[config.mk]
export PLATFORM = sky130hd
export DESIGN_NAME = crt_front_flat
export DESIGN_NICKNAME = d
export VERILOG_FILES = /design/src/rtl/crt_pkg.sv /design/src/rtl/crt_if.sv /design/src/rtl/crt_front.sv /design/src/flat_wrapper.sv
export SDC_FILE = /design/constraint.sdc
export NUM_CORES = 2
export LEC_CHECK = 0
export ABC_AREA = 1
export ABC_CLOCK_PERIOD_IN_PS = 24000
export BUFFER_PORTS_ARGS = -buffer_cell sky130_fd_sc_hd__buf_2
export CELL_PAD_IN_SITES_DETAIL_PLACEMENT = 0
export CELL_PAD_IN_SITES_GLOBAL_PLACEMENT = 2
export CORE_MARGIN = 4
export CORE_UTILIZATION = 30
export DETAILED_ROUTE_END_ITERATION = 16
export HOLD_SLACK_MARGIN = 0.08
export PLACE_DENSITY = 0.78
export SLEW_MARGIN = 20
export SYNTH_ARGS = -nofsm -noshare
export SYNTH_HDL_FRONTEND = slang
export SYNTH_SLANG_ARGS = --single-unit
[constraint.sdc]
create_clock -name i_clk -period 24 [get_ports i_clk]
set_input_delay 3.6 -clock i_clk [delete_from_list [all_inputs] [get_ports i_clk]]
set_output_delay 3.6 -clock i_clk [all_outputs]
set_load 0.02 [all_outputs]
[src/rtl/crt_pkg.sv]
// ----------------------------------------------------------------------------
// crt_pkg
// Shared constants and step tables for the Catmull-Rom tessellator.
// ----------------------------------------------------------------------------
package crt_pkg;

    localparam int COORD_BITS  = 32;
    localparam int MAX_SUBDIV  = 31;
    localparam int QUEUE_DEPTH = 2;
    localparam int SUB_BITS    = 5;
    localparam int FRAC_BITS   = 16;
    localparam logic [SUB_BITS-1:0] SUB_RESET = 5'd8;

    // whole part of 65536 / sub
    function automatic logic [FRAC_BITS:0] sub_quot(input logic [SUB_BITS-1:0] sub);
        logic [FRAC_BITS:0] q;
        unique case (sub)
            5'd1:  q = 17'd65536;
            5'd2:  q = 17'd32768;
            5'd3:  q = 17'd21845;
            5'd4:  q = 17'd16384;
            5'd5:  q = 17'd13107;
            5'd6:  q = 17'd10922;
            5'd7:  q = 17'd9362;
            5'd8:  q = 17'd8192;
            5'd9:  q = 17'd7281;
            5'd10: q = 17'd6553;
            5'd11: q = 17'd5957;
            5'd12: q = 17'd5461;
            5'd13: q = 17'd5041;
            5'd14: q = 17'd4681;
            5'd15: q = 17'd4369;
            5'd16: q = 17'd4096;
            5'd17: q = 17'd3855;
            5'd18: q = 17'd3640;
            5'd19: q = 17'd3449;
            5'd20: q = 17'd3276;
            5'd21: q = 17'd3120;
            5'd22: q = 17'd2978;
            5'd23: q = 17'd2849;
            5'd24: q = 17'd2730;
            5'd25: q = 17'd2621;
            5'd26: q = 17'd2520;
            5'd27: q = 17'd2427;
            5'd28: q = 17'd2340;
            5'd29: q = 17'd2259;
            5'd30: q = 17'd2184;
            5'd31: q = 17'd2114;
            default: q = '0;
        endcase
        return q;
    endfunction

    // remainder of 65536 / sub
    function automatic logic [SUB_BITS-1:0] sub_rem(input logic [SUB_BITS-1:0] sub);
        logic [SUB_BITS-1:0] r;
        unique case (sub)
            5'd3, 5'd5, 5'd15, 5'd17: r = 5'd1;
            5'd7, 5'd14, 5'd31:       r = 5'd2;
            5'd13:                    r = 5'd3;
            5'd6, 5'd12:              r = 5'd4;
            5'd19:                    r = 5'd5;
            5'd10:                    r = 5'd6;
            5'd9, 5'd27:              r = 5'd7;
            5'd11, 5'd23:             r = 5'd9;
            5'd25:                    r = 5'd11;
            5'd18, 5'd20, 5'd21, 5'd24, 5'd26, 5'd28, 5'd30: r = 5'd16;
            5'd22:                    r = 5'd20;
            5'd29:                    r = 5'd25;
            default:                  r = '0;
        endcase
        return r;
    endfunction

endpackage

[src/rtl/crt_if.sv]
// ----------------------------------------------------------------------------
// crt_point_if / crt_curve_if
// Valid-ready channels for control points and curve points.
// ----------------------------------------------------------------------------
interface crt_point_if #(parameter int CW = 32);
    logic                 valid;
    logic                 ready;
    logic signed [CW-1:0] point_x;
    logic signed [CW-1:0] point_y;
    logic signed [CW-1:0] point_z;
    logic                 final_point;

    modport source (output valid, point_x, point_y, point_z, final_point, input ready);
    modport sink   (input valid, point_x, point_y, point_z, final_point, output ready);
endinterface


[src/rtl/crt_front.sv]
// ----------------------------------------------------------------------------
// crt_front
// Keeps the point history and turns each control point into segment jobs.
// ----------------------------------------------------------------------------
module crt_front
    import crt_pkg::*;
#(
    parameter int CW = COORD_BITS
) (
    input  logic                 i_clk,
    input  logic                 i_rst_n,
    crt_point_if.sink            i_point,
    output logic                 o_push,
    output logic [12*CW+1:0]     o_job,
    input  logic                 i_full
);
    localparam int PW = 3 * CW;
    localparam int JW = 4 * PW + 2;

    logic [PW-1:0] r_hist [3];
    logic [1:0]    r_seen;
    logic [JW-1:0] r_jobs [3];
    logic [1:0]    r_njobs;
    logic [1:0]    r_idx;

    logic [JW-1:0] n_jobs [3];
    logic [1:0]    n_njobs;
    logic [PW-1:0] w_np, w_a, w_b, w_c;
    logic          w_accept, w_last;

    assign w_np     = {i_point.point_x, i_point.point_y, i_point.point_z};
    assign w_last   = i_point.final_point;
    assign i_point.ready = (r_idx == r_njobs);
    assign w_accept = i_point.valid && i_point.ready;
    assign w_a = r_hist[0];
    assign w_b = (r_seen == 2'd2) ? r_hist[0] : r_hist[1];
    assign w_c = (r_seen == 2'd2) ? r_hist[1] : r_hist[2];

    // job: {single point, end of polyline, p0, p1, p2, p3}
    always_comb begin
        n_jobs[0] = {1'b0, 1'b0, w_a, w_b, w_c, w_np};
        n_jobs[1] = {1'b0, 1'b0, w_b, w_c, w_np, w_np};
        n_jobs[2] = {1'b1, 1'b1, w_np, w_np, w_np, w_np};
        n_njobs   = 2'd0;
        priority if (r_seen[1]) begin
            n_njobs = w_last ? 2'd3 : 2'd1;
        end else if (w_last && r_seen[0]) begin
            n_jobs[0] = {1'b1, 1'b0, r_hist[0], r_hist[0], r_hist[0], r_hist[0]};
            n_jobs[1] = n_jobs[2];
            n_njobs   = 2'd2;
        end else if (w_last) begin
            n_jobs[0] = n_jobs[2];
            n_njobs   = 2'd1;
        end else begin
            n_njobs   = 2'd0;
        end
    end

    assign o_push = (r_idx != r_njobs) && !i_full;
    assign o_job  = r_jobs[r_idx];

    always_ff @(posedge i_clk) begin
        if (!i_rst_n) begin
            r_seen  <= '0;
            r_njobs <= '0;
            r_idx   <= '0;
            for (int k = 0; k < 3; k++) r_hist[k] <= '0;
        end else if (w_accept) begin
            for (int k = 0; k < 3; k++) r_jobs[k] <= n_jobs[k];
            r_njobs <= n_njobs;
            r_idx   <= '0;
            if (w_last) begin
                r_seen <= '0;
                for (int k = 0; k < 3; k++) r_hist[k] <= '0;
            end else if (r_seen != 2'd3) begin
                r_hist[r_seen] <= w_np;
                r_seen         <= r_seen + 2'd1;
            end else begin
                r_hist[0] <= r_hist[1];
                r_hist[1] <= r_hist[2];
                r_hist[2] <= w_np;
            end
        end else if (o_push) begin
            r_idx <= r_idx + 2'd1;
        end
    end
endmodule

[src/flat_wrapper.sv]
// flat-port wrapper written by rule: the top's interface ports become plain ports
module crt_front_flat import crt_pkg::*;
#(
    parameter int CW = COORD_BITS
)
  (i_clk, i_rst_n, o_push, o_job, i_full, i_point_valid, i_point_point_x, i_point_point_y, i_point_point_z, i_point_final_point, i_point_ready);
  crt_point_if #(.CW(CW)) i_point_i ();
  input  logic i_clk;
  input  logic i_rst_n;
  output logic o_push;
  output logic [12*CW+1:0] o_job;
  input  logic i_full;
  input wire logic [$bits(i_point_i.valid)-1:0] i_point_valid;
  input wire logic [$bits(i_point_i.point_x)-1:0] i_point_point_x;
  input wire logic [$bits(i_point_i.point_y)-1:0] i_point_point_y;
  input wire logic [$bits(i_point_i.point_z)-1:0] i_point_point_z;
  input wire logic [$bits(i_point_i.final_point)-1:0] i_point_final_point;
  output wire logic [$bits(i_point_i.ready)-1:0] i_point_ready;
  assign i_point_i.valid = i_point_valid;
  assign i_point_i.point_x = i_point_point_x;
  assign i_point_i.point_y = i_point_point_y;
  assign i_point_i.point_z = i_point_point_z;
  assign i_point_i.final_point = i_point_final_point;
  assign i_point_ready = i_point_i.ready;
  crt_front #(.CW(CW)) u_core (.i_clk(i_clk), .i_rst_n(i_rst_n), .i_point(i_point_i), .o_push(o_push), .o_job(o_job), .i_full(i_full));
endmodule
==> Word level (Yosys, flattened, before mapping) <==
Memories as Yosys holds them, arrays and structs flattened. A register that Yosys moved wholly into a read port is not among the register bits.
Index checks and enable logic that the tools add are counted.
{ "totals": {"regBits": 6, "ramBits": 1446, "in_bits": 101, "out_inout_bits": 388, "memories": 2} }
{ "memory_table": {"columns": ["name", "words", "word_bits", "read_ports", "rd_clocked_by_memory_dff", "wr", "line", "rtl"], "rows": [
  ["u_core.r_jobs", 3, 386, 1, 1, 3, "crt_front.sv:22", "logic [JW-1:0] r_jobs [3];"],
  ["u_core.r_hist", 3, 96, 3, 0, 3, "crt_front.sv:20", "logic [PW-1:0] r_hist [3];"]
]} }
{ "classes": {"add_sub_neg": 2, "eq_ne": 4, "mux": 41, "n_bitwise": 7, "n_reduce_logical": 8} }
{ "op_table": {"columns": ["cell", "count"], "rows": [
  ["2-to-1 mux 386 bit", 3],
  ["2-to-1 mux 96 bit", 9],
  ["2-to-1 mux 772 bit", 1],
  ["OR reduction 96 bit", 1],
  ["2-to-1 mux 1 bit", 20],
  ["2-to-1 mux 2 bit", 8],
  ["bitwise OR 1 bit", 6],
  ["adder 2 x 1 -> 2 bit, second input constant", 2],
  ["logical AND 1 bit", 3],
  ["== test 2 bit", 1],
  ["== test 2 bit, second input constant", 1],
  ["!= test 2 bit", 1],
  ["!= test 2 bit, second input constant", 1],
  ["AND reduction 2 bit", 1],
  ["nonzero test 2 bit", 1],
  ["OR reduction 2 bit", 1],
  ["logical NOT 1 bit", 1],
  ["inverter 1 bit", 1]
]} }

==> Logic depth before layout (Yosys ltp) <==
{ "depth": {"word_depth": 8, "mapped_depth": 9, "mapped_depth_nobuf": 8} }

==> Least setup slack after synthesis <==
No wires, ideal clock.
{ "synth_timing": {"path_type": "input -> register", "from": "in i_rst_n", "to": "mem u_core.r_jobs[0][0] (netlist name), enable pin", "setup_time_ps": 1018, "arrival_time_ps": 17109, "setup_slack_ps": 5873, "stages": 4, "path_cell_list": "buf_2 -> clkbuf_1 -> nand2_1 -> inv_1"} }
{ "synth_rtl": {"columns": ["element", "line", "rtl"], "rows": [
  ["start: declaration", "flat_wrapper.sv:9", "input logic i_rst_n;"],
  ["end: declaration", "crt_front.sv:22", null]
]} }

==> impl_metrics.tcl <==
set metrics [dict create \
    synth.top_cells.by_area "edfxtp_1, nand4_1, nand2_1" \
    hold_class "flop to flop" \
    area_growth_pct 15.1 \
    setup_viol 0 \
    wl_per_cell_um 22.5 \
    synth_top_family_by_area "simple AND/OR/NAND/NOR gates" \
    portBuffers 488 \
    synth_compound_area_share_pct 11.7 \
    drcViolationCount 0 \
    syn_area_um2 48700 \
    clock_latency_ns 0.74 \
    worst_pin_slew_ns 1.20 \
    crit_top_cell "o21ai_0" \
    placed_cell_area_um2 52400 \
    path_cells "inv_8 > buf_12 > buf_16 > buf_4 > o21ai_0 > o21ai_0 > buf_2" \
    htreeDepth 3 \
    hold_path_depth 2 \
    cts_hold_buffers 0 \
    cts_tree "built" \
    reg2reg_depth 9 \
    first_pass_iters 6 \
    clock_skew_ns 0.0581 \
    pin_count 489 \
    period_share_pct 34.7 \
    nets 5297 \
    slowest_delay_ns 0.76 \
    regToRegEndpoint "u_core.r_jobs[1][265]$_DFFE_PP_" \
    syn_area_per_cell_um2 9.76 \
    cts_sinks 971 \
    power.share.clock_pct 37.7 \
    fmax_mhz 120 \
    peakVddDrop_mv 0.0550 \
    die-area_um2 169000 \
    critPathTopFamily "buffers and inverters" \
    worstHoldEndpoint "u_core.r_njobs[1]$_SDFFE_PN0P_" \
    vias 39866 \
    cts_root_buf "clkbuf_16" \
    p_int_w 0.00315 \
    cp_num_buf_inv 5 \
    cap_violations 0 \
    reg2reg_from "u_core.r_idx[0]$_SDFFE_PP0P_" \
    synth_area_leader_cell "edfxtp_1" \
    cts.clk_slew.worst_paths_ns 0.06 \
    min_period_ns 8.33 \
    finalWeightedCongestion 0.776 \
    relSlewSlack_pct 20.0 \
    seqPwrFrac_pct 47.4 \
    grt_pass1_wl_um 247000 \
    power_density_nw_per_um2 79.1 \
    synth-seq-area-share_pct 59.8 \
    synthArstFlopShare_pct 0 \
    grt_pass1_vias 38091 \
    grt_remaining_overflow 0 \
    cp-end-kind "primary output" \
    fin_setup_tns_ns 0 \
    min_from "u_core.r_njobs[1]$_SDFFE_PN0P_" \
    numCtsBuffers 110 \
    rrSetupSlack_ns 19.11 \
    cts_buffer_depth 3 \
    synthXorXnorAreaFrac_pct 0.0180 \
    dpl.hpwl_um 98500 \
    post_cts_buffers 0 \
    drt-total-wl_um 168000 \
    final_common_cell "edfxtp_1" \
    drt-initial-drc-count 4090 \
    drive_gt1_share_pct 13.9 \
    cts_resized 0 \
    ys_ff_latch 971 \
    synth-simple-area-share_pct 20.2 \
    netlist_instances 4988 \
    synth_nets 5093 \
    ant_nets 0 \
    mostFrequentLayoutCells "edfxtp_1, nand2_1, o21ai_0, nand4_1, buf_2" \
    design_area_um2 56000 \
    combinationalPowerShare_pct 14.9 \
    synthMuxAreaShare_pct 2.61 \
    ys.warnings.count 0 \
    finalPower_w 0.00443 \
    synthFlopType "edfxtp_1" \
    path_class "flop to primary output" \
    drv_slew 0 \
    grt_usage_pct 19.0 \
    required_ns 20.40 \
    worstPathArrival_ns 4.73 \
    p_sw_w 0.00128 \
    switching_share_pct 29.0 \
    start_kind "flop" \
    grt_max_degree 233 \
    avgViaCountPerCell 5.35 \
    path_max_fanout 156 \
    synth_cell_type_count 26 \
    p_leak_nw 21.4 \
    finalHoldViolCount 0 \
    synth_top_cell_area_share_pct 59.4 \
    cpMaxStageDelayCell "buf_4" \
    rows 147 \
    synthAdderAreaFrac_pct 0.103 \
    start_util_pct 30.2 \
    die_w_um 411 \
    fp.coreArea_um2 161000 \
    status "finished, final reports clean" \
    die_y_um 411 \
    antenna_found_initial 9 \
    synth_edf_count 963 \
    rsz0062_at_grt "no" \
]
==> worst register-to-register path: cells and delay by family (launching register included) <==
| kind | cells | cell delay, ns |
|---|---|---|
| buf+inv | 5 | 2.97 |
| flops | 1 | 0.36 |
| simple gates | 4 | 0.72 |
==> power by group through the flow <==
stage               sequential [W]  clock, W  combinational [W]
floorplan                  0.00216         0           0.000408
global placement           0.00213         0           0.000665
detailed placement         0.00213         0           0.000667
CTS                        0.00210   0.00171           0.000669
global route               0.00211   0.00178           0.000721
finish                     0.00210   0.00167           0.000661
==> registers in the layout (all words and copies together), names as in the netlist, named ones only <==
register and count:
u_core.r_jobs 675, u_core.r_seen 2, u_core.r_njobs 2, u_core.r_idx 2, u_core.r_hist 288
==> stage by stage <==
step                      worst slack, ns  utilization, %  instances  hold slack, ns
after floorplan                      5.87               -       4988           0.471
after global placement              16.11            32.6       7239           0.504
after detailed placement            16.02            32.6       7239           0.497
after CTS                           15.61            34.8       7439           0.506
after global routing                15.40            34.8       7443           0.536
final                               15.67            34.8       7446           0.504
==> area by class of cell <==
| cell class | count | area [um2] |
|---|---|---|
| fillers | 16182 | 105000 |
| flip-flops and latches | 971 | 29100 |
| multi-input cells | 3381 | 17000 |
| repair buffers | 548 | 2990 |
| clock buffers | 141 | 2910 |
| well taps | 2160 | 2700 |
| inverters | 180 | 723 |
| clock inverters | 59 | 617 |
| diodes | 6 | 15.0 |
==> worst max path at each step <==
stage,end,cells past startpoint
2_1_floorplan,u_core.r_jobs[0][0]$_DFFE_PP_,4
3_3_place_gp,u_core.r_jobs[0][182]$_DFFE_PP_,7
3_5_place_dp,u_core.r_jobs[0][52]$_DFFE_PP_,7
4_1_cts,o_job[277],6
5_1_grt,o_job[277],7
6_report,o_job[277],7
==> metal layers <==
metal | share of wire, % | track usage [%] | up-vias
met5 | 0 | 0 | -
met2 | 47 | 31.0 | 1400
met3 | 6.3 | 2.95 | 202
li1 | - | - | 18601
met1 | 45 | 26.5 | 19663
met4 | 2.0 | 4.91 | 0
==> cells by family (layout without fill, tap and decap cells) <==
logic type	after synthesis	in the layout
simple gates	2149	2149
compound gates	1100	1100
flops	971	971
buf+inv	636	928
mux	127	127
fa+ha+maj	4	4
xor+xnor	1	1
other cells	0	6
==> Yosys cell counts, types with 6 or more instances <==
cell type / number
edfxtp_1: 963
nand2_1: 952
o21ai_0: 640
nand4_1: 577
nor2_1: 389
a21oi_1: 262
clkbuf_1: 248
nand3_1: 226
inv_1: 173
buf_2: 134
mux2i_1: 127
o21ai_1: 100
o21bai_1: 65
buf_1: 43
o22ai_1: 33
buf_4: 17
buf_6: 14
dfxtp_1: 8
inv_2: 6
Note: power is estimated with default switching activity, not from simulation.
