## src/rtl/crt_pkg.sv

```systemverilog
// ----------------------------------------------------------------------------
// crt_pkg
// Shared constants and step tables for the Catmull-Rom tessellator.
// ----------------------------------------------------------------------------
package crt_pkg;

    localparam int COORD_BITS  = 32;
    localparam int MAX_SUBDIV  = 31;
    localparam int QUEUE_DEPTH = 2;
    localparam int SUB_BITS    = 5;
    localparam int FRAC_BITS   = 16;
    localparam logic [SUB_BITS-1:0] SUB_RESET = 5'd8;

    // whole part of 65536 / sub
    function automatic logic [FRAC_BITS:0] sub_quot(input logic [SUB_BITS-1:0] sub);
        logic [FRAC_BITS:0] q;
        unique case (sub)
            5'd1:  q = 17'd65536;
            5'd2:  q = 17'd32768;
            5'd3:  q = 17'd21845;
            5'd4:  q = 17'd16384;
            5'd5:  q = 17'd13107;
            5'd6:  q = 17'd10922;
            5'd7:  q = 17'd9362;
            5'd8:  q = 17'd8192;
            5'd9:  q = 17'd7281;
            5'd10: q = 17'd6553;
            5'd11: q = 17'd5957;
            5'd12: q = 17'd5461;
            5'd13: q = 17'd5041;
            5'd14: q = 17'd4681;
            5'd15: q = 17'd4369;
            5'd16: q = 17'd4096;
            5'd17: q = 17'd3855;
            5'd18: q = 17'd3640;
            5'd19: q = 17'd3449;
            5'd20: q = 17'd3276;
            5'd21: q = 17'd3120;
            5'd22: q = 17'd2978;
            5'd23: q = 17'd2849;
            5'd24: q = 17'd2730;
            5'd25: q = 17'd2621;
            5'd26: q = 17'd2520;
            5'd27: q = 17'd2427;
            5'd28: q = 17'd2340;
            5'd29: q = 17'd2259;
            5'd30: q = 17'd2184;
            5'd31: q = 17'd2114;
            default: q = '0;
        endcase
        return q;
    endfunction

    // remainder of 65536 / sub
    function automatic logic [SUB_BITS-1:0] sub_rem(input logic [SUB_BITS-1:0] sub);
        logic [SUB_BITS-1:0] r;
        unique case (sub)
            5'd3, 5'd5, 5'd15, 5'd17: r = 5'd1;
            5'd7, 5'd14, 5'd31:       r = 5'd2;
            5'd13:                    r = 5'd3;
            5'd6, 5'd12:              r = 5'd4;
            5'd19:                    r = 5'd5;
            5'd10:                    r = 5'd6;
            5'd9, 5'd27:              r = 5'd7;
            5'd11, 5'd23:             r = 5'd9;
            5'd25:                    r = 5'd11;
            5'd18, 5'd20, 5'd21, 5'd24, 5'd26, 5'd28, 5'd30: r = 5'd16;
            5'd22:                    r = 5'd20;
            5'd29:                    r = 5'd25;
            default:                  r = '0;
        endcase
        return r;
    endfunction

endpackage

```

## src/rtl/crt_queue.sv

```systemverilog
// ----------------------------------------------------------------------------
// crt_queue
// Short job queue between the front and back parts.
// ----------------------------------------------------------------------------
module crt_queue
    import crt_pkg::*;
#(
    parameter int W     = 12 * COORD_BITS + 2,
    parameter int DEPTH = QUEUE_DEPTH
) (
    input  logic         i_clk,
    input  logic         i_rst_n,
    input  logic         i_push,
    input  logic [W-1:0] i_data,
    input  logic         i_pop,
    output logic [W-1:0] o_data,
    output logic         o_full,
    output logic         o_empty
);
    localparam int AW = $clog2(DEPTH);
    localparam int CNW = $clog2(DEPTH + 1);

    logic [W-1:0]   r_mem [DEPTH];
    logic [AW-1:0]  r_wp, r_rp;
    logic [CNW-1:0] r_cnt;

    assign o_data  = r_mem[r_rp];
    assign o_full  = (r_cnt == CNW'(DEPTH));
    assign o_empty = (r_cnt == '0);

    always_ff @(posedge i_clk) begin
        if (i_push) r_mem[r_wp] <= i_data;
    end

    always_ff @(posedge i_clk) begin
        if (!i_rst_n) begin
            r_wp  <= '0;
            r_rp  <= '0;
            r_cnt <= '0;
        end else begin
            if (i_push) r_wp <= (r_wp == AW'(DEPTH - 1)) ? '0 : r_wp + AW'(1);
            if (i_pop)  r_rp <= (r_rp == AW'(DEPTH - 1)) ? '0 : r_rp + AW'(1);
            if (i_push && !i_pop)      r_cnt <= r_cnt + CNW'(1);
            else if (i_pop && !i_push) r_cnt <= r_cnt - CNW'(1);
        end
    end
endmodule

```

## config.mk

```make
export PLATFORM = sky130hd
export DESIGN_NAME = crt_queue
export DESIGN_NICKNAME = d
export VERILOG_FILES = /design/src/rtl/crt_pkg.sv /design/src/rtl/crt_queue.sv
export SDC_FILE = /design/constraint.sdc
export NUM_CORES = 1
export LEC_CHECK = 0
export BUFFER_PORTS_ARGS = -buffer_cell sky130_fd_sc_hd__buf_2
export CAP_MARGIN = 20
export CORE_AREA = 2 2 305 307
export DETAILED_ROUTE_END_ITERATION = 10
export DIE_AREA = 0 0 307 309
export GPL_ROUTABILITY_DRIVEN = 0
export PLACE_DENSITY_LB_ADDON = 0.05
export SLEW_MARGIN = 5
export SYNTH_ARGS = -nofsm -noshare
export SYNTH_HDL_FRONTEND = slang
export SYNTH_SLANG_ARGS = --single-unit
```

## constraint.sdc

```tcl
create_clock -name i_clk -period 17.6 [get_ports i_clk]
set_input_delay 0.88 -clock i_clk [delete_from_list [all_inputs] [get_ports i_clk]]
set_output_delay 0.88 -clock i_clk [all_outputs]
set_load 0.02 [all_outputs]
```

-- Yosys cells after proc, flatten, opt, wreduce, memory -nomap -nowiden
Memories as Yosys holds them, arrays and structs flattened. A register that Yosys moved wholly into a read port is not among the register bits.
Index checks and enable logic that the tools add are counted.
- register bits: 4
- bits in latches: 0
- memory bits (writable): 772
- bits in read-only memories: 0
- output and inout port bits: 388
- word-level logic and storage cells: 23
- memories: 1
- add/subtract/negate cells: 4
- multiply operators: 0
- divide/modulo/power cells: 0
- magnitude comparators: 0
- equality and inequality tests: 1
- shift-type cells: 0
- muxes and demuxes: 8
- bitwise logic cells: 0
- reduce and logical (&&, ||, !) cells: 6
- memory list (memory ; words ; width ; rd ports ; clocked after memory_dff ; write ports ; RTL line ; source):
    r_mem ; 2 ; 386 ; 1 ; 1 ; 1 ; crt_queue.sv:23 ; logic [W-1:0] r_mem [DEPTH];
- operator list (kind ; count):
    $mux 1 ; 6
    $mux 2 ; 2
    $add 1x1->1 const B ; 2
    $add 2x1->2 const B ; 1
    $eq 2x2->1 const B ; 1
    $logic_and 1x1->1 ; 2
    $logic_not 1->1 ; 2
    $logic_not 2->1 ; 1
    $reduce_bool 2->1 ; 1
    $sub 2x1->2 const B ; 1

-- Logic depth before layout (Yosys ltp)
Gate-level depths: netlist of the first run.
- word-level depth: 4
- gate-level depth with buffers: 5

-- Worst setup path after synthesis of the first run
No wires, ideal clock.
- path type: input-to-reg
- start point: input i_push
- end point: register r_wp
- setup time: 138 ps
- arrival: 18663 ps
- data required time: 17462 ps
- path slack: -1201 ps
- stages: 2
- path buffers: 0
- path through: nor2b_1 > o21a_1
- RTL lines (item ; RTL line ; source):
    from (decl) ; crt_queue.sv:13 ; input logic i_push,
    to (signal assigned) ; crt_queue.sv:41 ; if (i_push) r_wp <= (r_wp == AW'(DEPTH - 1)) ? '0 : r_wp + AW'(1);
    to (decl) ; crt_queue.sv:24 ; logic [AW-1:0] r_wp, r_rp;

==> impl_metrics.json, run 1 <==
{
  "status": "finished, final reports clean",
  "drive_above_1_share_pct": 61.1,
  "cts_tree": "yes",
  "portBuffers": 777,
  "final_cell_mix": "buf_2 (777), edfxtp_1 (772), mux2_2 (386)",
  "p_per_area_nw_per_um2": 122,
  "area_delta_synth_final_pct": 27.7,
  "worst_pin_slew_ps": 1300,
  "root_buffer": "clkbuf_16",
  "cp_cell_sequence": "buf_4 -> buf_4 -> buf_4 -> mux2_2 -> buf_2",
  "timing.final.ws_setup_ps": 12140,
  "use_met3_pct": 6.51,
  "min_to": "r_mem[0][21]",
  "cts_resized": 0,
  "critPathLaunchType": "register",
  "postCtsSetupRepairBufs": 0,
  "min_path_cells": 1,
  "fin_skew_ps": 28.3,
  "synth_top_area_cell": "edfxtp_1",
  "synth_top_cell_area_share_pct": 82.2,
  "grt_start_max_net_pins": 160,
  "rrSetupSlack_ps": 13470,
  "viasPerCell": 4.44,
  "setup_tns_ps": 0,
  "pre_cts_slack_ps": 12600,
  "yosys.cell_types.count": 16,
  "dpl.hpwl_mm": 57.9,
  "syn_area_sq_um": 28200,
  "fp.dieArea_sq_um": 94900,
  "stdcell_count": 3328,
  "final_area_sq_um": 36000,
  "ys_ff_latch": 777,
  "post-route-util_pct": 39.4,
  "setup_violations": 0,
  "seq_area_sq_um": 23300,
  "grtUsageMet2_pct": 31.0,
  "grt_pass1_vias": 15443,
  "placed_area_sq_um": 33300,
  "path_buf_inv": 4,
  "clk_latency_ps": 640,
  "multiInputGateArea_sq_um": 4470,
  "path_class": "reg2out",
  "ctsHoldBuffers": 0,
  "ir_worst_vdd_v": 0.0000747,
  "cp_max_fo": 66,
  "fill_cells": 8525,
  "die_w_um": 307,
  "reg2regPathDepth": 4,
  "grt.overflow.total": 0,
  "rr_startpoint": "r_wp",
  "max_freq_ghz": 0.183,
  "numCtsBuffers": 87,
  "antenna_found_initial": 59,
  "relSlewSlack_pct": 13.3,
  "worst_path_most_repeated_cell": "buf_4",
  "period_share_pct": 31.0,
  "ios": 778,
  "drv_cap": 0,
  "avgSynthCellArea_sq_um": 23.1,
  "routedWlPerCell_um": 24.3,
  "min_path_type": "in2reg",
  "cp_slowest_cell": "dfxtp_4",
  "coreArea_sq_um": 91400,
  "worstHoldStart": "i_data[21]",
  "synth_seq_area_share_pct": 82.5,
  "report.final.hold_viol_count": 0,
  "drtAntennaViolNets": 0,
  "rsz0062_at_grt": "no",
  "post-route-min-period_ps": 5460,
  "drc": 0,
  "routed_wl_mm": 80.9,
  "start_util_pct": 30.9,
  "layout_commonest_cell": "buf_2",
  "grt.busiest_layer": "met2",
  "grtUsageMet1_pct": 16.5,
  "cp-end-kind": "primary output",
  "clk_path_buf_depth": 3,
  "num_rows": 111,
  "drtIter0Drc": 880,
  "max_stage_delay_ps": 1030,
  "synth_fp_nets": 1614,
  "nNetsFinal": 2453,
  "finalMaxSlewViolations": 0,
  "crit_required_ps": 16720,
  "grt_usage_pct": 16.5,
  "synth_area_leaders": "edfxtp_1 (82%), mux2_2 (15%), buf_6 (1.6%)",
  "fp.dieH_um": 309,
  "placed_cells": 3158,
  "power_leakage_uw": 0.0132,
  "clk_pin_slew_ps": 60,
  "htreeDepth": 3,
  "vias": 14762,
  "grt_pass1_wl_mm": 111,
  "yosysWarnings": 0,
  "regToRegEndpoint": "r_mem[1][33]",
  "crit_family": "buffers and inverters",
  "netlist_instances": 1223,
  "crit_arrival_ps": 4580,
  "cts_sinks": 777,
  "firstDrtPassIters": 4
}
-- routing by layer --
metal / share of wire, % / up-vias / wire length [um]
li1: - / 6626 / -
met1: 33 / 7338 / 26900
met2: 55 / 564 / 44400
met3: 8.5 / 194 / 6910
met4: 3.0 / 40 / 2430
met5: 0.31 / - / 247
-- Yosys cell counts --
cell type,instances
or3_1,1
and2_1,4
buf_2,4
buf_6,39
xnor2_1,1
o21ai_0,1
dfxtp_1,5
o21a_1,1
edfxtp_1,772
inv_1,1
xor2_1,2
a21boi_0,1
nor2_1,1
nor2b_1,3
mux2_2,386
ha_1,1
-- power by group --
part / internal [uW] / leakage, uW / total [uW] / switching [uW]
logic: 190 / 0.00466 / 498 / 308
clock network: 1000 / 0.00129 / 1710 / 704
registers: 2140 / 0.00729 / 2170 / 29.6
-- per-stage QoR --
stage          total power, uW  hold WS (ps)
6_report                  4380           419
4_1_cts                   4450           358
5_1_grt                   4540           378
3_5_place_dp              2720           512
2_1_floorplan             2540           473
3_3_place_gp              2720           496
-- worst reg2reg max path: cells and delay by family (launching register included) --
family / cells / cell delay, ps
DFF: 1 / 380
and+or+nand+nor: 1 / 680
buffers and inverters: 3 / 2630
-- kinds of logic after synthesis --
| family | count (synthesis) | synth area share (%) |
|---|---|---|
| buffers and inverters | 44 | 1.64 |
| XOR/XNOR | 3 | 0.0932 |
| multiplexers | 386 | 15.4 |
| AND/OR/NAND/NOR | 9 | 0.191 |
| flip-flops | 777 | 82.5 |
| adder cells (fa/ha/maj) | 1 | 0.0444 |
| AO/OA/AOI/OAI | 3 | 0.0710 |
-- state kept, by name (all words and copies together) (netlist names), named ones only --
| signal | count |
|---|---|
| r_rp | 1 |
| r_wp | 1 |
| r_cnt | 2 |
| r_mem | 772 |
-- worst max-delay path by stage --
stage	to	slack, ps	cells past startpoint
2_1_floorplan	r_wp	6190	2
3_3_place_gp	o_data[114]	12710	5
3_5_place_dp	o_data[25]	12600	5
4_1_cts	o_data[25]	11890	5
5_1_grt	o_data[114]	11740	5
6_report	o_data[25]	12140	5
-- final cells by class --
cell class                 instances  area share [%]
sequential                       777            64.7
multi-input combinational        402            12.4
timing repair buffer             793            11.3
clock buffer                     108            6.44
tap                             1186            4.12
clock inverter                    40           0.928
antenna                           21           0.146
inverter                           1          0.0104
Power figures use the tool's default switching activity.
==> inputs of run 2 (changes only) <==
--- a/config.mk
+++ b/config.mk
@@ -7,9 +7,9 @@
 export LEC_CHECK = 0
 export BUFFER_PORTS_ARGS = -buffer_cell sky130_fd_sc_hd__buf_2
 export CAP_MARGIN = 20
-export CORE_AREA = 2 2 305 307
+export CORE_AREA = 2 2 304 306
 export DETAILED_ROUTE_END_ITERATION = 10
-export DIE_AREA = 0 0 307 309
+export DIE_AREA = 0 0 306 308
 export GPL_ROUTABILITY_DRIVEN = 0
 export PLACE_DENSITY_LB_ADDON = 0.05
 export SLEW_MARGIN = 5
==> constraint.sdc (replaced) <==
create_clock -name i_clk -period 5.2 [get_ports i_clk]
set_input_delay 0.26 -clock i_clk [delete_from_list [all_inputs] [get_ports i_clk]]
set_output_delay 0.26 -clock i_clk [all_outputs]
set_load 0.02 [all_outputs]
==> run 2 against run 1 <==
Non-clock buffer count rose by 387. Global-route usage down 0.36 points. Setup slack got worse by 10000 ps. Power rose to 3.5 times the previous value. Clock skew fell by 16 ps. Hold slack worse by 81 ps. Flip-flop and latch count unchanged. Critical endpoint is now o_data[59]. Highest routed layer unchanged. Utilization is 4.5 points higher. Routed wire length down 3.0%. First-iteration DRC count shrank 15%. Register-to-register slack worse by 11000 ps. Via count is 8.2% higher. Largest cell class unchanged.
==> impl_metrics.json, run 2 (synthesis results as in run 1) <==
{
  "routedWlPerCell_um": 21.2,
  "fill_cells": 8205,
  "clk_pin_slew_ps": 60,
  "cp-end-kind": "primary output",
  "cts_tree": "yes",
  "final_cell_mix": "buf_2 (777), edfxtp_1 (772), dlygate4sd3_1 (389)",
  "viasPerCell": 4.31,
  "rr_startpoint": "r_wp",
  "drive_above_1_share_pct": 51.5,
  "regToRegEndpoint": "r_mem[1][104]",
  "p_per_area_nw_per_um2": 380,
  "fin_total_pwr_uw": 15200,
  "seq_area_sq_um": 23300,
  "p_int_uw": 11600,
  "firstDrtPassIters": 4,
  "post-route-min-period_ps": 3010,
  "grt_pass1_wl_mm": 111,
  "largest_reg_flops": 772,
  "fp.dieArea_sq_um": 94200,
  "placed_area_sq_um": 33300,
  "numCtsBuffers": 88,
  "worst_pin_slew_ps": 1180,
  "drtIter0Drc": 748,
  "clk_latency_ps": 640,
  "critPathLaunchType": "register",
  "report.final.hold_viol_count": 0,
  "min_path_cells": 2,
  "stdcell_count": 3707,
  "finalMaxSlewViolations": 0,
  "num_rows": 111,
  "power_leakage_uw": 0.0149,
  "max_freq_ghz": 0.332,
  "drv_cap": 0,
  "vias": 15978,
  "whs_ps": 338,
  "rrSetupSlack_ps": 2900,
  "grt_start_max_net_pins": 162,
  "min_path_type": "in2reg",
  "grt.overflow.total": 0,
  "placed_cells": 3157,
  "multiInputGateArea_sq_um": 4470,
  "root_buffer": "clkbuf_16",
  "drtAntennaViolNets": 0,
  "htreeDepth": 3,
  "setup_violations": 0,
  "coreArea_sq_um": 91000,
  "grt_usage_pct": 16.1,
  "portBuffers": 777,
  "crit_required_ps": 4940,
  "routed_wl_mm": 78.5,
  "worstHoldStart": "i_data[379]",
  "area_delta_synth_final_pct": 41.7,
  "start_util_pct": 31.0,
  "seq_power_share_pct": 48.3,
  "cp_max_fo": 161,
  "net-switching-power_uw": 3610,
  "reg2regPathDepth": 2,
  "grt_pass1_vias": 17400,
  "path_class": "reg2out",
  "postCtsSetupRepairBufs": 0,
  "top_regs": "r_mem (772), r_cnt (2)",
  "status": "finished, final reports clean",
  "clk_path_buf_depth": 3,
  "relSlewSlack_pct": 21.3,
  "post-route-util_pct": 43.9,
  "cts_sinks": 777,
  "final_area_sq_um": 40000,
  "drc": 0,
  "fp.dieH_um": 308,
  "regMostFlops": "r_mem",
  "die_w_um": 306,
  "combPwrFrac_pct": 12.8,
  "layout_commonest_cell": "buf_2",
  "nNetsFinal": 2841,
  "swShare_pct": 23.8,
  "rsz0062_at_grt": "no",
  "dpl.hpwl_mm": 54.1,
  "ios": 778,
  "antenna_found_initial": 7,
  "period_share_pct": 57.9,
  "crit_arrival_ps": 2750,
  "min_to": "r_mem[1][379]",
  "ir_worst_vdd_v": 0.000331,
  "clockPowerShare_pct": 38.9,
  "fin_skew_ps": 11.9
}
-- run 2: cell count changes in the layout (fill, tap and decap cells not counted), moves of 3 or more --
cell and delta:
buf_12 +5, buf_4 -6, clkbuf_1 +3, clkbuf_16 +3, clkinv_1 +3, diode_2 -16, dlygate4sd3_1 +389
-- run 2: timing repair --
action                                 in CTS  in global routing
hold buffers                              389                  0
endpoints found under the hold margin     777                  0
setup endpoints to repair                   0                  0
gates resized for setup                     0                  0
-- run 2: cell type report --
| type | instances | area share [%] |
|---|---|---|
| clock inverter | 42 | 0.811 |
| tap | 1186 | 3.71 |
| timing repair buffer | 1180 | 20.0 |
| clock buffer | 114 | 6.02 |
| inverter | 1 | 0.00939 |
| antenna | 5 | 0.0313 |
| sequential | 777 | 58.3 |
| multi-input combinational | 402 | 11.2 |
-- run 2: worst max-delay path by stage --
stage / start / depth (start not counted) / slack, ps / endpoint
2_1_floorplan: i_push / 1 / -1270 / r_mem[0][0]
3_3_place_gp: register / 3 / 2820 / o_data[6]
3_5_place_dp: register / 3 / 2830 / o_data[59]
4_1_cts: register / 3 / 2100 / o_data[59]
5_1_grt: register / 3 / 2010 / o_data[118]
6_report: register / 3 / 2190 / o_data[59]
-- run 2: metal layers --
| metal | up-vias | share of wire (%) | track usage [%] |
|---|---|---|---|
| li1 | 7387 | - | - |
| met2 | 503 | 54 | 30.0 |
| met4 | 4 | 4.2 | 7.10 |
| met5 | - | 0.029 | 0 |
| met3 | 145 | 6.8 | 5.20 |
| met1 | 7939 | 35 | 16.3 |
-- run 2: per-stage QoR --
step	setup TNS, ps	setup slack (ps)
floorplan	-633090	-1270
global placement	0	2820
detailed placement	0	2830
CTS	0	2100
global route	0	2010
finish	0	2190
-- run 2: critical path, cell delays in order, from the launching register on --
cell     delay, ps
dfxtp_4        620
buf_12         600
mux2_2         460
buf_2          170
-- run 2: power groups by stage --
stage | logic, uW | registers [uW] | clock network (uW)
floorplan | 1060 | 7480 | 0
global placement | 1720 | 7460 | 0
detailed placement | 1730 | 7460 | 0
CTS | 2000 | 7330 | 6100
global route | 2080 | 7360 | 6320
finish | 1950 | 7330 | 5900
==> inputs of run 3 (changes only) <==
--- a/config.mk
+++ b/config.mk
@@ -7,9 +7,9 @@
 export LEC_CHECK = 0
 export BUFFER_PORTS_ARGS = -buffer_cell sky130_fd_sc_hd__buf_2
 export CAP_MARGIN = 20
-export CORE_AREA = 2 2 304 306
+export CORE_AREA = 2 2 305 307
 export DETAILED_ROUTE_END_ITERATION = 10
-export DIE_AREA = 0 0 306 308
+export DIE_AREA = 0 0 307 309
 export GPL_ROUTABILITY_DRIVEN = 0
 export PLACE_DENSITY_LB_ADDON = 0.05
 export SLEW_MARGIN = 5
==> constraint.sdc (replaced) <==
create_clock -name i_clk -period 2.6 [get_ports i_clk]
set_input_delay 0.13 -clock i_clk [delete_from_list [all_inputs] [get_ports i_clk]]
set_output_delay 0.13 -clock i_clk [all_outputs]
set_load 0.02 [all_outputs]
==> run 3 against run 2 <==
First-iteration DRC count grew 3.1%. Global-route usage grew 0.80 points. Clock power up 100%. Via count is 1.6% higher. Combinational power is 110% higher. Utilization rose by 0.16 points. Critical path depth is 1 higher. Non-clock buffer count rose by 26. Register-to-register slack got worse by 2100 ps. Largest cell class unchanged.
==> impl_metrics.json, run 3 (synthesis results as in run 1) <==
{
  "coreArea_sq_um": 91400,
  "crit_arrival_ps": 2310,
  "worst_pin_slew_ps": 649,
  "ir_worst_vdd_v": 0.000516,
  "grtUsageMet1_pct": 16.9,
  "top_regs": "r_mem (772), r_cnt (2)",
  "regMostFlops": "r_mem",
  "die_w_um": 307,
  "clk_path_buf_depth": 3,
  "report.final.hold_viol_count": 0,
  "finalMaxSlewViolations": 0,
  "drive_above_1_share_pct": 52.0,
  "vias": 16241,
  "dpl.hpwl_mm": 59.5,
  "min_path_type": "in2reg",
  "start_util_pct": 30.9,
  "cts_tree": "yes",
  "fin_skew_ps": 14.4,
  "period_share_pct": 94.0,
  "grt_start_max_net_pins": 101,
  "crit_required_ps": 2470,
  "largest_reg_flops": 772,
  "p_per_area_nw_per_um2": 758,
  "viasPerCell": 4.33,
  "nNetsFinal": 2868,
  "portBuffers": 777,
  "area_delta_synth_final_pct": 42.9,
  "grt.busiest_layer": "met2",
  "clk_pin_slew_ps": 60,
  "rsz0062_at_grt": "no",
  "post-route-min-period_ps": 2440,
  "numCtsBuffers": 89,
  "antenna_found_initial": 16,
  "max_freq_ghz": 0.409,
  "setup_violations": 0,
  "clk_latency_ps": 650,
  "use_met3_pct": 5.06,
  "pre_cts_slack_ps": 784,
  "cp_max_fo": 28,
  "drtAntennaViolNets": 0,
  "power_leakage_uw": 0.0151,
  "drv_cap": 0,
  "drtIter0Drc": 771,
  "num_rows": 111,
  "htreeDepth": 3,
  "firstDrtPassIters": 6,
  "final_cell_mix": "buf_2 (777), edfxtp_1 (772), dlygate4sd3_1 (391)",
  "grt_usage_pct": 16.9,
  "fp.dieArea_sq_um": 94900,
  "relSlewSlack_pct": 56.7,
  "status": "finished, final reports clean",
  "path_class": "reg2out",
  "routed_wl_mm": 83.5,
  "grt_pass1_wl_mm": 116,
  "cp-end-kind": "primary output",
  "critPathLaunchType": "register",
  "routedWlPerCell_um": 22.3,
  "drc": 0,
  "fp.dieH_um": 309,
  "grtUsageMet2_pct": 31.9,
  "ios": 778,
  "cts_sinks": 777,
  "root_buffer": "clkbuf_16",
  "fin_total_pwr_uw": 30500,
  "grt_pass1_vias": 17713,
  "timing.final.ws_setup_ps": 156,
  "postCtsSetupRepairBufs": 0,
  "layout_commonest_cell": "buf_2",
  "grt.overflow.total": 0
}
run 3: report_power, final:
group / leakage [uW] / internal [uW] / switching (uW)
Combinational: 0.00644 / 1730 / 2290
Sequential: 0.00729 / 14500 / 163
Clock: 0.00135 / 6940 / 4920
run 3: worst max-delay path, stage by stage (launching register included):
cell and delay (ps):
dfxtp_4 470, buf_12 270, buf_4 330, mux2_2 390, buf_2 170
run 3: worst paths after layout:
| check | start | slack [ps] | depth (start not counted) | end |
|---|---|---|---|---|
| worst max register to register | r_wp | 830 | 5 | r_wp |
| worst min register to register | r_cnt[1] | 540 | 2 | r_cnt[1] |
| worst max-delay path | register | 160 | 4 | o_data[263] |
| worst min-delay path | i_data[304] | 200 | 2 | r_mem[0][304] |
run 3: final cells by class:
class                   count  area [sq um]
diodes                     15          37.5
clock buffers             112          2330
clock inverters            48           414
fillers                  8400         51100
inverters                   1          3.75
multi-input cells         402          4470
flip-flops and latches    777         23300
well taps                1186          1480
repair buffers           1206          8260
run 3: stage by stage:
stage          setup TNS (ps)  hold slack [ps]  instances  instance area (sq um)  util [%]
6_report                    0              200       3747                  40300      44.1
5_1_grt                     0              168       3744                  40300      44.1
4_1_cts                     0              138       3732                  40300      44.1
3_5_place_dp                0              321       3181                  33600      36.8
3_3_place_gp                0              318       3181                  33600      36.8
2_1_floorplan        -2616280              229       1223                  28200         -
run 3: what timing repair did:
action | in CTS | in global routing
hold endpoints to repair | 781 | 0
hold buffers | 391 | 0
gates resized for setup | 0 | 0
run 3: routing by layer:
layer,vias to the layer above,part of all wire [%]
met5,-,0.032
met4,4,3.9
met3,146,6.8
met2,532,54
met1,8114,35
li1,7445,-
